File: src/rtl/core/assert_macros.svh
// assertion macros shared by the rtl that checks itself
// no dependencies; included by bare file name
`ifndef ASSERT_MACROS_SVH
`define ASSERT_MACROS_SVH

// antecedent implies consequent in the same cycle
`define A32R_ASSERT_SAME(label, clk, rst, ante, cons) \
   label: assert property (@(posedge clk) disable iff (rst) (ante) |-> (cons)) \
      else $error("same-cycle check failed");

// antecedent implies consequent in the next cycle
`define A32R_ASSERT_NEXT(label, clk, rst, ante, cons) \
   label: assert property (@(posedge clk) disable iff (rst) (ante) |=> (cons)) \
      else $error("next-cycle check failed");

`endif

File: src/rtl/core/a32r_pkg.sv
// constants, types and helper functions for the adler-32 / rotate hash
// no dependencies; imported by every module of the block
package a32r_pkg;

   localparam logic [16:0] ADLER_MOD = 17'd65521;
   localparam logic [15:0] SUM_A_SEED = 16'd1;
   localparam logic [15:0] SUM_B_SEED = 16'd0;
   localparam logic [31:0] LANE_SEED = 32'h0BAD_F00D;
   localparam logic [4:0] BYTE_TOTAL_SEED = 5'd0;

   // running adler sums
   typedef struct packed {
      logic [15:0] sum_a;
      logic [15:0] sum_b;
   } adler_sums_type;

   // value a byte bit adds to its lane
   function automatic logic [7:0] lane_addend(input logic [7:0] c, input logic [2:0] j);
      logic [7:0] sh;
      if (c[j]) begin
         sh = c << j;
      end else begin
         sh = 8'd1 << j;
      end
      return sh;
   endfunction

   // rotate left by 0 to 31
   function automatic logic [31:0] rotl32(input logic [31:0] x, input logic [4:0] n);
      logic [63:0] dbl;
      dbl = {x, x} << n;
      return dbl[63:32];
   endfunction

endpackage

File: src/rtl/core/a32r_adler_step.sv
// one byte of the adler-32 sum update, both sums reduced modulo 65521
// depends on a32r_pkg
module a32r_adler_step
   import a32r_pkg::*;
(
   input  adler_sums_type sums_cur,
   input  logic [7:0]     data_byte,
   output adler_sums_type sums_nxt
);

   logic [16:0] a_sum;
   logic [16:0] a_red;
   logic [16:0] b_sum;
   logic [16:0] b_red;

   // a plus byte, one conditional subtract
   always_comb begin
      a_sum = {1'b0, sums_cur.sum_a} + {9'd0, data_byte};
      a_red = (a_sum >= ADLER_MOD) ? (a_sum - ADLER_MOD) : a_sum;
   end

   // b plus new a, one conditional subtract
   always_comb begin
      b_sum = {1'b0, sums_cur.sum_b} + a_red;
      b_red = (b_sum >= ADLER_MOD) ? (b_sum - ADLER_MOD) : b_sum;
   end

   assign sums_nxt.sum_a = a_red[15:0];
   assign sums_nxt.sum_b = b_red[15:0];

endmodule

File: src/rtl/core/a32r_lane_step.sv
// one byte of the byte-lane word update followed by a rotate left by one
// depends on a32r_pkg
module a32r_lane_step
   import a32r_pkg::*;
(
   input  logic [31:0] lane_cur,
   input  logic [7:0]  data_byte,
   output logic [31:0] lane_nxt
);

   logic [31:0] lane_add;

   // each lane takes bits l and l+4 of the byte, wrapping on its own
   always_comb begin
      for (int l = 0; l < 4; l++) begin
         lane_add[8*l +: 8] = lane_cur[8*l +: 8]
                            + lane_addend(data_byte, 3'(l))
                            + lane_addend(data_byte, 3'(l + 4));
      end
   end

   assign lane_nxt = {lane_add[30:0], lane_add[31]};

endmodule

File: src/rtl/core/adler32_rotate_hash64.sv
// top level of the 64-bit adler-32 / rotating lane hash
// depends on a32r_pkg, a32r_adler_step, a32r_lane_step and assert_macros.svh
//
// Takes one message byte per clock and, after the byte flagged by req_last_byte, presents
// one 64-bit hash: rsp_adler_half is standard Adler-32 (b high, a low) and rsp_rotate_half
// is the lane word rotated by the byte sum mod 32. A byte is registered on transfer and
// folded into the running state as it leaves that register; for a final byte the hash is
// loaded into the result register at the same edge, which raises rsp_valid. Sustained
// rate is one byte per cycle; the input stage stalls only while a final byte waits
// behind an untaken result. State returns to its seed after each message, so messages
// may follow back to back.
`include "assert_macros.svh"

module adler32_rotate_hash64
   import a32r_pkg::*;
(
   input  logic        clock,
   input  logic        reset,
   input  logic        req_valid,
   output logic        req_stall,
   input  logic [7:0]  req_data_byte,
   input  logic        req_last_byte,
   output logic        rsp_valid,
   input  logic        rsp_stall,
   output logic [31:0] rsp_adler_half,
   output logic [31:0] rsp_rotate_half
);

   logic           s1_valid_ff, s1_valid_in;
   logic [7:0]     s1_data_ff;
   logic           s1_last_ff;
   adler_sums_type sums_ff, sums_in;
   logic [31:0]    lane_ff, lane_in;
   logic [4:0]     total_ff, total_in;
   logic           rsp_valid_ff, rsp_valid_in;
   logic [31:0]    rsp_adler_ff, rsp_rotate_ff;

   adler_sums_type sums_nxt;
   logic [31:0]    lane_nxt;
   logic [4:0]     total_nxt;
   logic           s1_adv;
   logic           req_take;
   logic           rsp_load;

   // per-byte update units
   a32r_adler_step u_adler (
      .sums_cur  (sums_ff),
      .data_byte (s1_data_ff),
      .sums_nxt  (sums_nxt)
   );

   a32r_lane_step u_lane (
      .lane_cur  (lane_ff),
      .data_byte (s1_data_ff),
      .lane_nxt  (lane_nxt)
   );

   assign total_nxt = total_ff + s1_data_ff[4:0];

   // handshake control
   always_comb begin
      s1_adv    = s1_valid_ff && (!s1_last_ff || !rsp_valid_ff || !rsp_stall);
      req_stall = s1_valid_ff && !s1_adv;
      req_take  = req_valid && !req_stall;
      rsp_load  = s1_adv && s1_last_ff;
      s1_valid_in  = req_take || (s1_valid_ff && !s1_adv);
      rsp_valid_in = rsp_load || (rsp_valid_ff && rsp_stall);
   end

   // next state: fold the byte in, or return to seed after a final byte
   always_comb begin
      sums_in  = sums_ff;
      lane_in  = lane_ff;
      total_in = total_ff;
      if (s1_adv) begin
         if (s1_last_ff) begin
            sums_in.sum_a = SUM_A_SEED;
            sums_in.sum_b = SUM_B_SEED;
            lane_in       = LANE_SEED;
            total_in      = BYTE_TOTAL_SEED;
         end else begin
            sums_in  = sums_nxt;
            lane_in  = lane_nxt;
            total_in = total_nxt;
         end
      end
   end

   // control and state registers
   always_ff @(posedge clock) begin
      if (reset) begin
         s1_valid_ff   <= 1'b0;
         rsp_valid_ff  <= 1'b0;
         sums_ff.sum_a <= SUM_A_SEED;
         sums_ff.sum_b <= SUM_B_SEED;
         lane_ff       <= LANE_SEED;
         total_ff      <= BYTE_TOTAL_SEED;
      end else begin
         s1_valid_ff  <= s1_valid_in;
         rsp_valid_ff <= rsp_valid_in;
         sums_ff      <= sums_in;
         lane_ff      <= lane_in;
         total_ff     <= total_in;
      end
   end

   // payload registers
   always_ff @(posedge clock) begin
      if (req_take) begin
         s1_data_ff <= req_data_byte;
         s1_last_ff <= req_last_byte;
      end
      if (rsp_load) begin
         rsp_adler_ff  <= {sums_nxt.sum_b, sums_nxt.sum_a};
         rsp_rotate_ff <= rotl32(lane_nxt, total_nxt);
      end
   end

   assign rsp_valid       = rsp_valid_ff;
   assign rsp_adler_half  = rsp_adler_ff;
   assign rsp_rotate_half = rsp_rotate_ff;

   // checks
   `A32R_ASSERT_SAME(a_sums_reduced, clock, reset, 1'b1,
      ({1'b0, sums_ff.sum_a} < ADLER_MOD) && ({1'b0, sums_ff.sum_b} < ADLER_MOD))
   `A32R_ASSERT_NEXT(a_seed_after_last, clock, reset, rsp_load,
      (lane_ff == LANE_SEED) && (sums_ff.sum_a == SUM_A_SEED) && (total_ff == BYTE_TOTAL_SEED))
   `A32R_ASSERT_SAME(a_stall_only_full, clock, reset, req_stall, s1_valid_ff && s1_last_ff)
   `A32R_ASSERT_SAME(a_no_overwrite, clock, reset,
      rsp_valid_ff && rsp_stall && s1_valid_ff && s1_last_ff, req_stall && !rsp_load)

endmodule

File: config.mk
export PLATFORM = sky130hd
export DESIGN_NAME = adler32_rotate_hash64
export DESIGN_NICKNAME = d
export VERILOG_FILES = /design/src/rtl/core/a32r_pkg.sv /design/src/rtl/core/a32r_adler_step.sv /design/src/rtl/core/a32r_lane_step.sv /design/src/rtl/core/adler32_rotate_hash64.sv
export VERILOG_INCLUDE_DIRS = /design/src /design/src/rtl/core
export SDC_FILE = /design/constraint.sdc
export NUM_CORES = 1
export LEC_CHECK = 0
export ABC_AREA = 1
export BUFFER_PORTS_ARGS = -buffer_cell sky130_fd_sc_hd__buf_2
export CORE_MARGIN = 2
export CORE_UTILIZATION = 50
export CTS_CLUSTER_DIAMETER = 30
export CTS_CLUSTER_SIZE = 40
export DETAILED_ROUTE_END_ITERATION = 6
export PLACE_DENSITY = 0.7
export SLEW_MARGIN = 20
export SYNTH_ARGS = -nofsm -noshare
export SYNTH_HDL_FRONTEND = slang
export SYNTH_HIERARCHICAL = 1
export SYNTH_SLANG_ARGS = --single-unit
File: constraint.sdc
create_clock -name clock -period 5.39 [get_ports clock]
set_input_delay 1.078 -clock clock [delete_from_list [all_inputs] [get_ports clock]]
set_output_delay 1.078 -clock clock [all_outputs]
set_load 0.1 [all_outputs]
# --- Word level (Yosys, flattened, before mapping) ---
# Cells that the tools add are included.
word_totals:
  ff_bits: 144
  latch_bits: 0
  ramBits: 0
  mem_bits_ro: 0
  in_bits: 13
  output_inout_bits: 66
  elab_cells: 53
  memories: 0
op_classes:
  n_addsub: 13
  n_mul: 0
  n_div: 0
  n_lt_le_gt_ge: 2
  n_eq_ne: 0
  shift: 1
  mux: 13
  bitwise: 0
  n_reduce_logical: 14
op_table:
  columns: ["op", "n"]
  rows:
  - ["8-bit adder", 8]
  - ["32-bit 2-to-1 mux", 2]
  - ["8-bit 2-to-1 mux", 8]
  - ["64-bit by 5-bit left shift with 64-bit output", 1]
  - ["17-bit by 16-bit >= comparator with 1-bit output, second input constant", 2]
  - ["16-bit by 17-bit adder with 17-bit output", 1]
  - ["16-bit by 8-bit adder with 17-bit output", 1]
  - ["17-bit 2-to-1 mux", 1]
  - ["17-bit by 16-bit subtractor with 17-bit output, second input constant", 1]
  - ["16-bit 2-to-1 mux", 1]
  - ["16-bit subtractor, second input constant", 1]
  - ["5-bit adder", 1]
  - ["1-bit logical AND", 5]
  - ["1-bit zero test", 5]
  - ["5-bit 2-to-1 mux", 1]
  - ["1-bit logical OR", 4]

# --- Logic depth before layout (Yosys ltp) ---
# Gate-level depths: netlist of the first run.
logic_depth:
  ltp_word: 9
  mapped_depth: 41
  ltp_nobuf: 39

# --- Cells and area by module ---
# The synthesis of the first run kept the hierarchy.
modules_own_cells:
  columns: ["module", "instances", "cells_per_inst", "area_each_um2", "seq_area_each_um2"]
  rows:
  - ["adler32_rotate_hash64", 1, 862, 6820.3, 3613.5]
  - ["a32r_adler_step", 1, 585, 2924.1, 0.0]
  - ["a32r_lane_step", 1, 238, 1490.2, 0.0]

# --- Worst setup path before layout of the first run ---
# No wires, ideal clock.
synth_path:
  kind: "register to register"
  start: "register s1_data_ff[0]"
  end: "register rsp_adler_ff[24] (netlist: rsp_adler_half[24]) (data pin)"
  setup_time_ns: 0.258
  arrival_ns: 4.349
  t_required_ns: 5.132
  setup_slack_ns: 0.783
  path_stages_with_launch: 35
  path_buffers: 2
  period_less_slack_ns: 4.607
  path_cell_list: "edfxtp_1 > ha_1 > inv_1 > fa_1 > inv_1 > nand2_1 > nand2_1 > nand3_2 > nand2_2 > nand2_1 > nand2_2 > nand3_2 > nor2_1 > nand3_1 > nand3_2 > buf_4 > xor2_1 > ha_1 > inv_1 > fa_1 > inv_1 > nand3_1 > nand2_1 > nand2_1 > nand2_1 > nand3_1 > nor2_2 > nand4_1 > nor2_1 > nand4_1 > nand2_1 > inv_2 > buf_6 > nand3_1 > nand2_1"
synth_lines:
  columns: ["element", "line_no", "rtl"]
  rows:
  - ["start: declaration", "adler32_rotate_hash64.sv:30", "logic [7:0] s1_data_ff;"]
  - ["start signal: assignment", "adler32_rotate_hash64.sv:110", "s1_data_ff <= req_data_byte;"]
  - ["end signal: assignment", "adler32_rotate_hash64.sv:114", "rsp_adler_ff <= {sums_nxt.sum_b, sums_nxt.sum_a};"]
  - ["end: declaration", "adler32_rotate_hash64.sv:36", "logic [31:0] rsp_adler_ff, rsp_rotate_ff;"]

==> Flow_metrics.wiki, run 1 <==
{| class="wikitable"
! Metric !! Value
|-
| Worst hold-check path type || reg -> reg
|-
| Hold path startpoint || lane_ff[20]
|-
| Cell count after placement || between 2000 and 2500
|-
| Number of antenna repair diodes || 0
|-
| Final cell count without fillers || about 2000
|-
| Global-route wire length before repair || 50.5 mm
|-
| Layout Skew || 0.0164 ns
|-
| Number of nets in the synthesized netlist || 1777
|-
| Largest net degree at the start of global routing || 55
|-
| Cell at the slowest stage of the critical path || sky130_fd_sc_hd__edfxtp_1
|-
| Largest incremental delay on the critical path || 0.53 ns
|-
| Maximum fanout along the worst path || 16
|-
| Share of cells above drive strength 1 || 0.130
|-
| Number of unique standard cell types used by synthesis || 40
|-
| Crit start category || flip-flop
|-
| Worst reg-to-reg path cell count || 34
|-
| Via density per instance || 5.46
|-
| Number of antenna violations at the first check in global routing || 0
|-
| Total track usage || 0.266
|-
| Core Region || 0.0220 mm²
|-
| Final ANT Viol Nets || 0
|-
| Total standard cell area after synthesis || 0.0112 mm²
|-
| Mapped Cells || 1685
|-
| Most Frequent Cell on Critical Path || sky130_fd_sc_hd__nand2_1
|-
| Crit. Startpoint || s1_data_ff[5]
|-
| Top FF cell, synth || sky130_fd_sc_hd__edfxtp_1
|-
| Area growth, synth to finish || 12.5%
|-
| Sequential fraction of the synthesis area || 0.322
|-
| Worst EP required || roughly 5.7 ns
|-
| Slew margin rel. || 0.291
|-
| Via count of the first global-routing pass || 9833
|-
| Yosys top cell area share || 0.210
|-
| Type of element capturing the critical path || flip-flop
|-
| Routed wire per std cell || 15.4 µm
|-
| Overall die width || 154 µm
|-
| Total Routed Length || 31.6 mm
|-
| Clock insertion delay at the later pin of the skew report || 0.44 ns
|-
| Area contributors post-synth || sky130_fd_sc_hd__nand2_1, sky130_fd_sc_hd__edfxtp_1, sky130_fd_sc_hd__nand3_1
|-
| Number of enable flip-flop cells after synthesis || 73
|-
| Layout net count || 1842
|-
| Cell Pwr Density || 284 mW/mm²
|-
| CTS Root Cell || sky130_fd_sc_hd__clkbuf_16
|-
| Post-placement setup slack || 0.229 ns
|-
| Setup-violating endpoint count in the final report || 0
|-
| Post-route total power || 3590 µW
|-
| Post-synthesis sequential element count || around 140
|-
| Detailed Route Iter0 Violations || 1116
|-
| Overflow after GRT || 0
|-
| Starting utilization of the core area || 0.512
|-
| Detailed-router iteration count before antenna repair || 5
|-
| Count of buffers from port buffering || 78
|-
| Minimum setup slack in the final design || ~0.35 ns
|-
| # H-tree levels || 4
|-
| Critical path endpoint || sums_ff[5]
|-
| Async set-reset flop share out of synthesis || 0
|-
| Total CTS buffers || 17
|-
| Sinks on the clock net || between 100 and 150
|-
| Static leakage || approximately 0.0063 µW
|-
| Final GP Congestion || 0.917
|-
| Worst-Margin Slew || around 1.1 ns
|-
| Average cell area after synthesis || 6.67 µm²
|-
| Path type of the worst setup path || reg -> reg
|-
| Number of slew-limit violations in the final report || 0
|-
| CTS tree || yes
|-
| Arrival @ worst endpoint || 5.34 ns
|-
| Final Hold Vio Count || 0
|-
| Register clock-pin slew on the reported worst setup and hold paths || 0.07 ns
|-
| Most frequent standard cell in the layout excluding fill and tap cells || sky130_fd_sc_hd__nand2_1
|-
| Max-cap violations || 0
|-
| Number of I/O pins || 79
|-
| Status || finished, final reports clean
|-
| Maximum clock path buffer count || 2
|-
| Total vias in the final route || approximately 11000
|-
| DRC Markers || 0
|-
| Leading area contributor after synthesis || sky130_fd_sc_hd__nand2_1
|-
| Top achievable clock speed || 198 MHz
|-
| HPWL reported at the end of detailed placement || 22.6 mm
|-
| Largest voltage drop on the vdd net || 0.222 mV
|-
| Crit share post-route || 0.936
|-
| Commonest non-fill, non-tap cells in the layout || sky130_fd_sc_hd__nand2_1, sky130_fd_sc_hd__nand3_1, sky130_fd_sc_hd__inv_1
|-
| Reg-to-reg slack, setup || between 0.3 and 0.4 ns
|-
| Final core utilization || 0.575
|-
| Number of placement rows || 54
|-
| DIE HEIGHT || between 150 and 200 µm
|-
| DIE AREA || 0.0237 mm²
|-
| Shortest clock period the worst path allows after layout || between 5 and 6 ns
|-
| RR Startpoint || s1_data_ff[5]
|-
| Syn. warnings || 6
|-
| Critical R2R Capture || sums_ff[5]
|}
==> kinds of logic after synthesis <==
logic type / share of synthesized area
and+or+nand+nor: 0.401
adders and majority gates: 0.0947
AOI/OAI and AO/OA: 0.0492
buffers and inverters: 0.106
DFF: 0.322
xor gates and xnor gates: 0.0272
==> final cells by class <==
cell class                 count  area [µm²]
sequential                   144        3610
multi-input combinational   1260        6660
clock inverter                15         143
timing repair buffer         107         612
fill                        2097        9330
tap                          280         350
inverter                     220         832
clock buffer                  17         425
==> report_power, final <==
part	internal, µW	switching (µW)
combinational	325	839
sequential	1220	24.5
clock	613	567
total	2160	1430
==> how the worst min path moves through the flow <==
stage | to | cells after the start
final | lane_ff[20] | 2
after global placement | total_ff[1] | 2
after floorplan | lane_ff[17] | 2
after CTS | lane_ff[10] | 2
after detailed placement | lane_ff[10] | 2
after global routing | lane_ff[10] | 2
==> state kept, by name, indices dropped and copies added, names as in the netlist <==
name / cells
s1_last_ff: 1
sums_ff: 32
lane_ff: 32
total_ff: 5
rsp_valid: 1
rsp_rotate_half: 32
rsp_adler_half: 32
s1_data_ff: 8
s1_valid_ff: 1
==> repair_timing <==
action / in CTS / in global routing
gates resized for setup: 0 / 54
buffers inserted: 0 / 9
endpoints found under the setup margin: 0 / 32
hold buffers: 0 / 0
==> Yosys cell counts, types with 7 or more instances <==
| cell | number |
|---|---|
| sky130_fd_sc_hd__inv_1 | 209 |
| sky130_fd_sc_hd__nand2_1 | 629 |
| sky130_fd_sc_hd__xnor2_1 | 9 |
| sky130_fd_sc_hd__a21oi_1 | 80 |
| sky130_fd_sc_hd__clkbuf_1 | 17 |
| sky130_fd_sc_hd__buf_2 | 22 |
| sky130_fd_sc_hd__dfxtp_1 | 71 |
| sky130_fd_sc_hd__buf_4 | 16 |
| sky130_fd_sc_hd__nor2_1 | 57 |
| sky130_fd_sc_hd__ha_1 | 69 |
| sky130_fd_sc_hd__nand3_1 | 289 |
| sky130_fd_sc_hd__edfxtp_1 | 73 |
| sky130_fd_sc_hd__fa_1 | 10 |
| sky130_fd_sc_hd__nand3b_1 | 7 |
| sky130_fd_sc_hd__nand4_1 | 14 |
| sky130_fd_sc_hd__xor2_1 | 24 |
| sky130_fd_sc_hd__nand2_2 | 18 |
| sky130_fd_sc_hd__o22ai_1 | 16 |
==> layer usage <==
| metal | track usage | vias to the layer above | wire length, µm | share of wire |
|---|---|---|---|---|
| li1 | - | 5559 | - | - |
| met1 | 0.407 | 5142 | 15100 | 0.48 |
| met2 | 0.399 | 415 | 13600 | 0.43 |
| met3 | 0.0406 | 36 | 2480 | 0.079 |
| met4 | 0.0547 | 0 | 359 | 0.011 |
| met5 | 0 | - | 0 | 0 |
==> metrics by stage <==
stage	hold slack, ns	setup TNS, ns	cell area, µm²
final	0.470	0	12600
after global routing	0.486	-0.0966	12600
after floorplan	0.441	0	11200
after detailed placement	0.460	0	11800
after CTS	0.470	0	12300
after global placement	0.454	0	11800
==> critical path, delay by kind of cell, from the launching register on <==
family / cells / cell delay (ns)
compound gates: 3 / 0.37
buf+inv: 5 / 0.53
simple gates: 24 / 2.67
fa+ha+maj: 2 / 0.80
flops: 1 / 0.53
No activity file was read; power rests on OpenSTA's default activity.
==> inputs of run 2 (changes only) <==
--- a/config.mk
+++ b/config.mk
@@ -9,11 +9,11 @@
 export ABC_AREA = 1
 export BUFFER_PORTS_ARGS = -buffer_cell sky130_fd_sc_hd__buf_2
 export CORE_MARGIN = 2
-export CORE_UTILIZATION = 50
+export CORE_UTILIZATION = 40
 export CTS_CLUSTER_DIAMETER = 30
 export CTS_CLUSTER_SIZE = 40
 export DETAILED_ROUTE_END_ITERATION = 6
-export PLACE_DENSITY = 0.7
+export PLACE_DENSITY = 0.59
 export SLEW_MARGIN = 20
 export SYNTH_ARGS = -nofsm -noshare
 export SYNTH_HDL_FRONTEND = slang
==> Flow_metrics.wiki, run 2 (synthesized netlist as in run 1, its figures left out) <==
{| class="wikitable"
! Metric !! Value
|-
| Status || finished, final reports clean
|-
| Detailed-router iteration count before antenna repair || 6
|-
| DIE AREA || ~0.029 mm²
|-
| Cell Pwr Density || around 290 mW/mm²
|-
| Number of antenna repair diodes || 0
|-
| Final Hold Vio Count || 0
|-
| Final ANT Viol Nets || 0
|-
| Slew margin rel. || 0.277
|-
| Top achievable clock speed || a little over 200 MHz
|-
| Largest net degree at the start of global routing || 66
|-
| DIE HEIGHT || around 170 µm
|-
| # H-tree levels || 4
|-
| Setup-violating endpoint count in the final report || 0
|-
| CTS tree || yes
|-
| Largest incremental delay on the critical path || about 0.37 ns
|-
| Static leakage || 0.00622 µW
|-
| Number of slew-limit violations in the final report || 0
|-
| Worst EP required || 5.67 ns
|-
| Final cell count without fillers || 2134
|-
| Total CTS buffers || 17
|-
| Via density per instance || 5.07
|-
| Detailed Route Iter0 Violations || 752
|-
| Type of element capturing the critical path || flip-flop
|-
| Core Region || 0.0277 mm²
|-
| Max-cap violations || 0
|-
| Most frequent standard cell in the layout excluding fill and tap cells || sky130_fd_sc_hd__nand2_1
|-
| Register clock-pin slew on the reported worst setup and hold paths || 0.07 ns
|-
| Cell at the slowest stage of the critical path || sky130_fd_sc_hd__fa_1
|-
| Via count of the first global-routing pass || 9651
|-
| Count of fill cells added during filler insertion || 2841
|-
| Most Frequent Cell on Critical Path || sky130_fd_sc_hd__nand2_1
|-
| Sinks on the clock net || 144
|-
| Worst hold-check path type || reg -> reg
|-
| Total track usage || 0.211
|-
| Shortest clock period the worst path allows after layout || 4.90 ns
|-
| Arrival @ worst endpoint || 5.18 ns
|-
| Crit start category || flip-flop
|-
| Clock insertion delay at the later pin of the skew report || 0.43 ns
|-
| Number of I/O pins || 79
|-
| Commonest non-fill, non-tap cells in the layout || sky130_fd_sc_hd__nand2_1, sky130_fd_sc_hd__nand3_1, sky130_fd_sc_hd__inv_1
|-
| Total vias in the final route || between 10000 and 15000
|-
| Cell count after placement || 2097
|-
| Number of placement rows || ~60
|-
| Layout Skew || 0.0161 ns
|-
| Area growth, synth to finish || 13.2%
|-
| Number of antenna violations at the first check in global routing || 0
|-
| Routed wire per std cell || about 15 µm
|-
| Maximum fanout along the worst path || 16
|-
| Largest voltage drop on the vdd net || 0.189 mV
|-
| Overall die width || about 170 µm
|-
| Final GP Congestion || roughly 0.9
|-
| Layout net count || about 1800
|-
| Starting utilization of the core area || 0.406
|-
| CTS Root Cell || sky130_fd_sc_hd__clkbuf_16
|-
| Global-route wire length before repair || 49.3 mm
|-
| Worst-Margin Slew || 1.08 ns
|-
| Maximum clock path buffer count || 2
|-
| DRC Markers || 0
|-
| Count of buffers from port buffering || 78
|-
| Final core utilization || 0.459
|-
| Share of cells above drive strength 1 || 0.115
|-
| Total Routed Length || approximately 31 mm
|-
| Post-route total power || between 3000 and 4000 µW
|-
| HPWL reported at the end of detailed placement || around 23 mm
|-
| Path type of the worst setup path || reg -> reg
|-
| Crit share post-route || 0.910
|-
| Overflow after GRT || 0
|}
[run 2: worst paths after layout]
kind / slack, ns / to / start / depth (start not counted)
setup / recovery: 0.49 / sums_ff[2] / sums_ff[16] / 35
hold / removal: 0.47 / lane_ff[9] / lane_ff[9] / 2
setup reg to reg: 0.49 / sums_ff[2] / sums_ff[16] / 35
hold reg to reg: 0.47 / lane_ff[9] / lane_ff[9] / 2
[run 2: final cells by class]
cell class              instances  area [µm²]  area share
clock buffers                  27         578      0.0455
clock inverters                 5        36.3     0.00285
multi-input cells            1262        6640       0.522
flip-flops and latches        144        3610       0.284
repair buffers                 98         541      0.0425
well taps                     378         473      0.0372
inverters                     220         830      0.0653
[run 2: power breakdown]
group	total, µW	switching (µW)	internal [µW]
registers	1240	23.0	1220
clock network	1240	499	740
logic	1150	829	323
total	3630	1350	2280
[run 2: per-stage QoR]
stage	hold slack [ns]	worst slack (ns)	cell area, µm²	TNS [ns]
finish	0.472	0.487	12700	0
global route	0.492	-0.0250	12700	-0.155
CTS	0.475	0.421	12500	0
detailed placement	0.462	0.427	11900	0
global placement	0.455	0.526	11900	0
floorplan	0.441	0.783	11200	0
[run 2: what timing repair did]
item | 4_1_cts | 5_1_grt
buffers inserted | 0 | 2
gates resized for setup | 0 | 36
hold buffers | 0 | 0
endpoints found under the setup margin | 0 | 32
[run 2: worst max-delay path, delay by kind of cell, from the launching register on]
family                   cells  cell delay, ns
AO/OA/AOI/OAI                1            0.07
XOR/XNOR                     1            0.16
adder cells (fa/ha/maj)      3            0.90
buffers and inverters        4            0.45
flip-flops                   1            0.34
AND/OR/NAND/NOR             26            2.82
[run 2: per-layer routing]
metal  global-route usage  part of all wire
met5                    0                 0
met4               0.0590             0.016
met3               0.0228             0.052
met2                0.326              0.44
met1                0.312              0.50
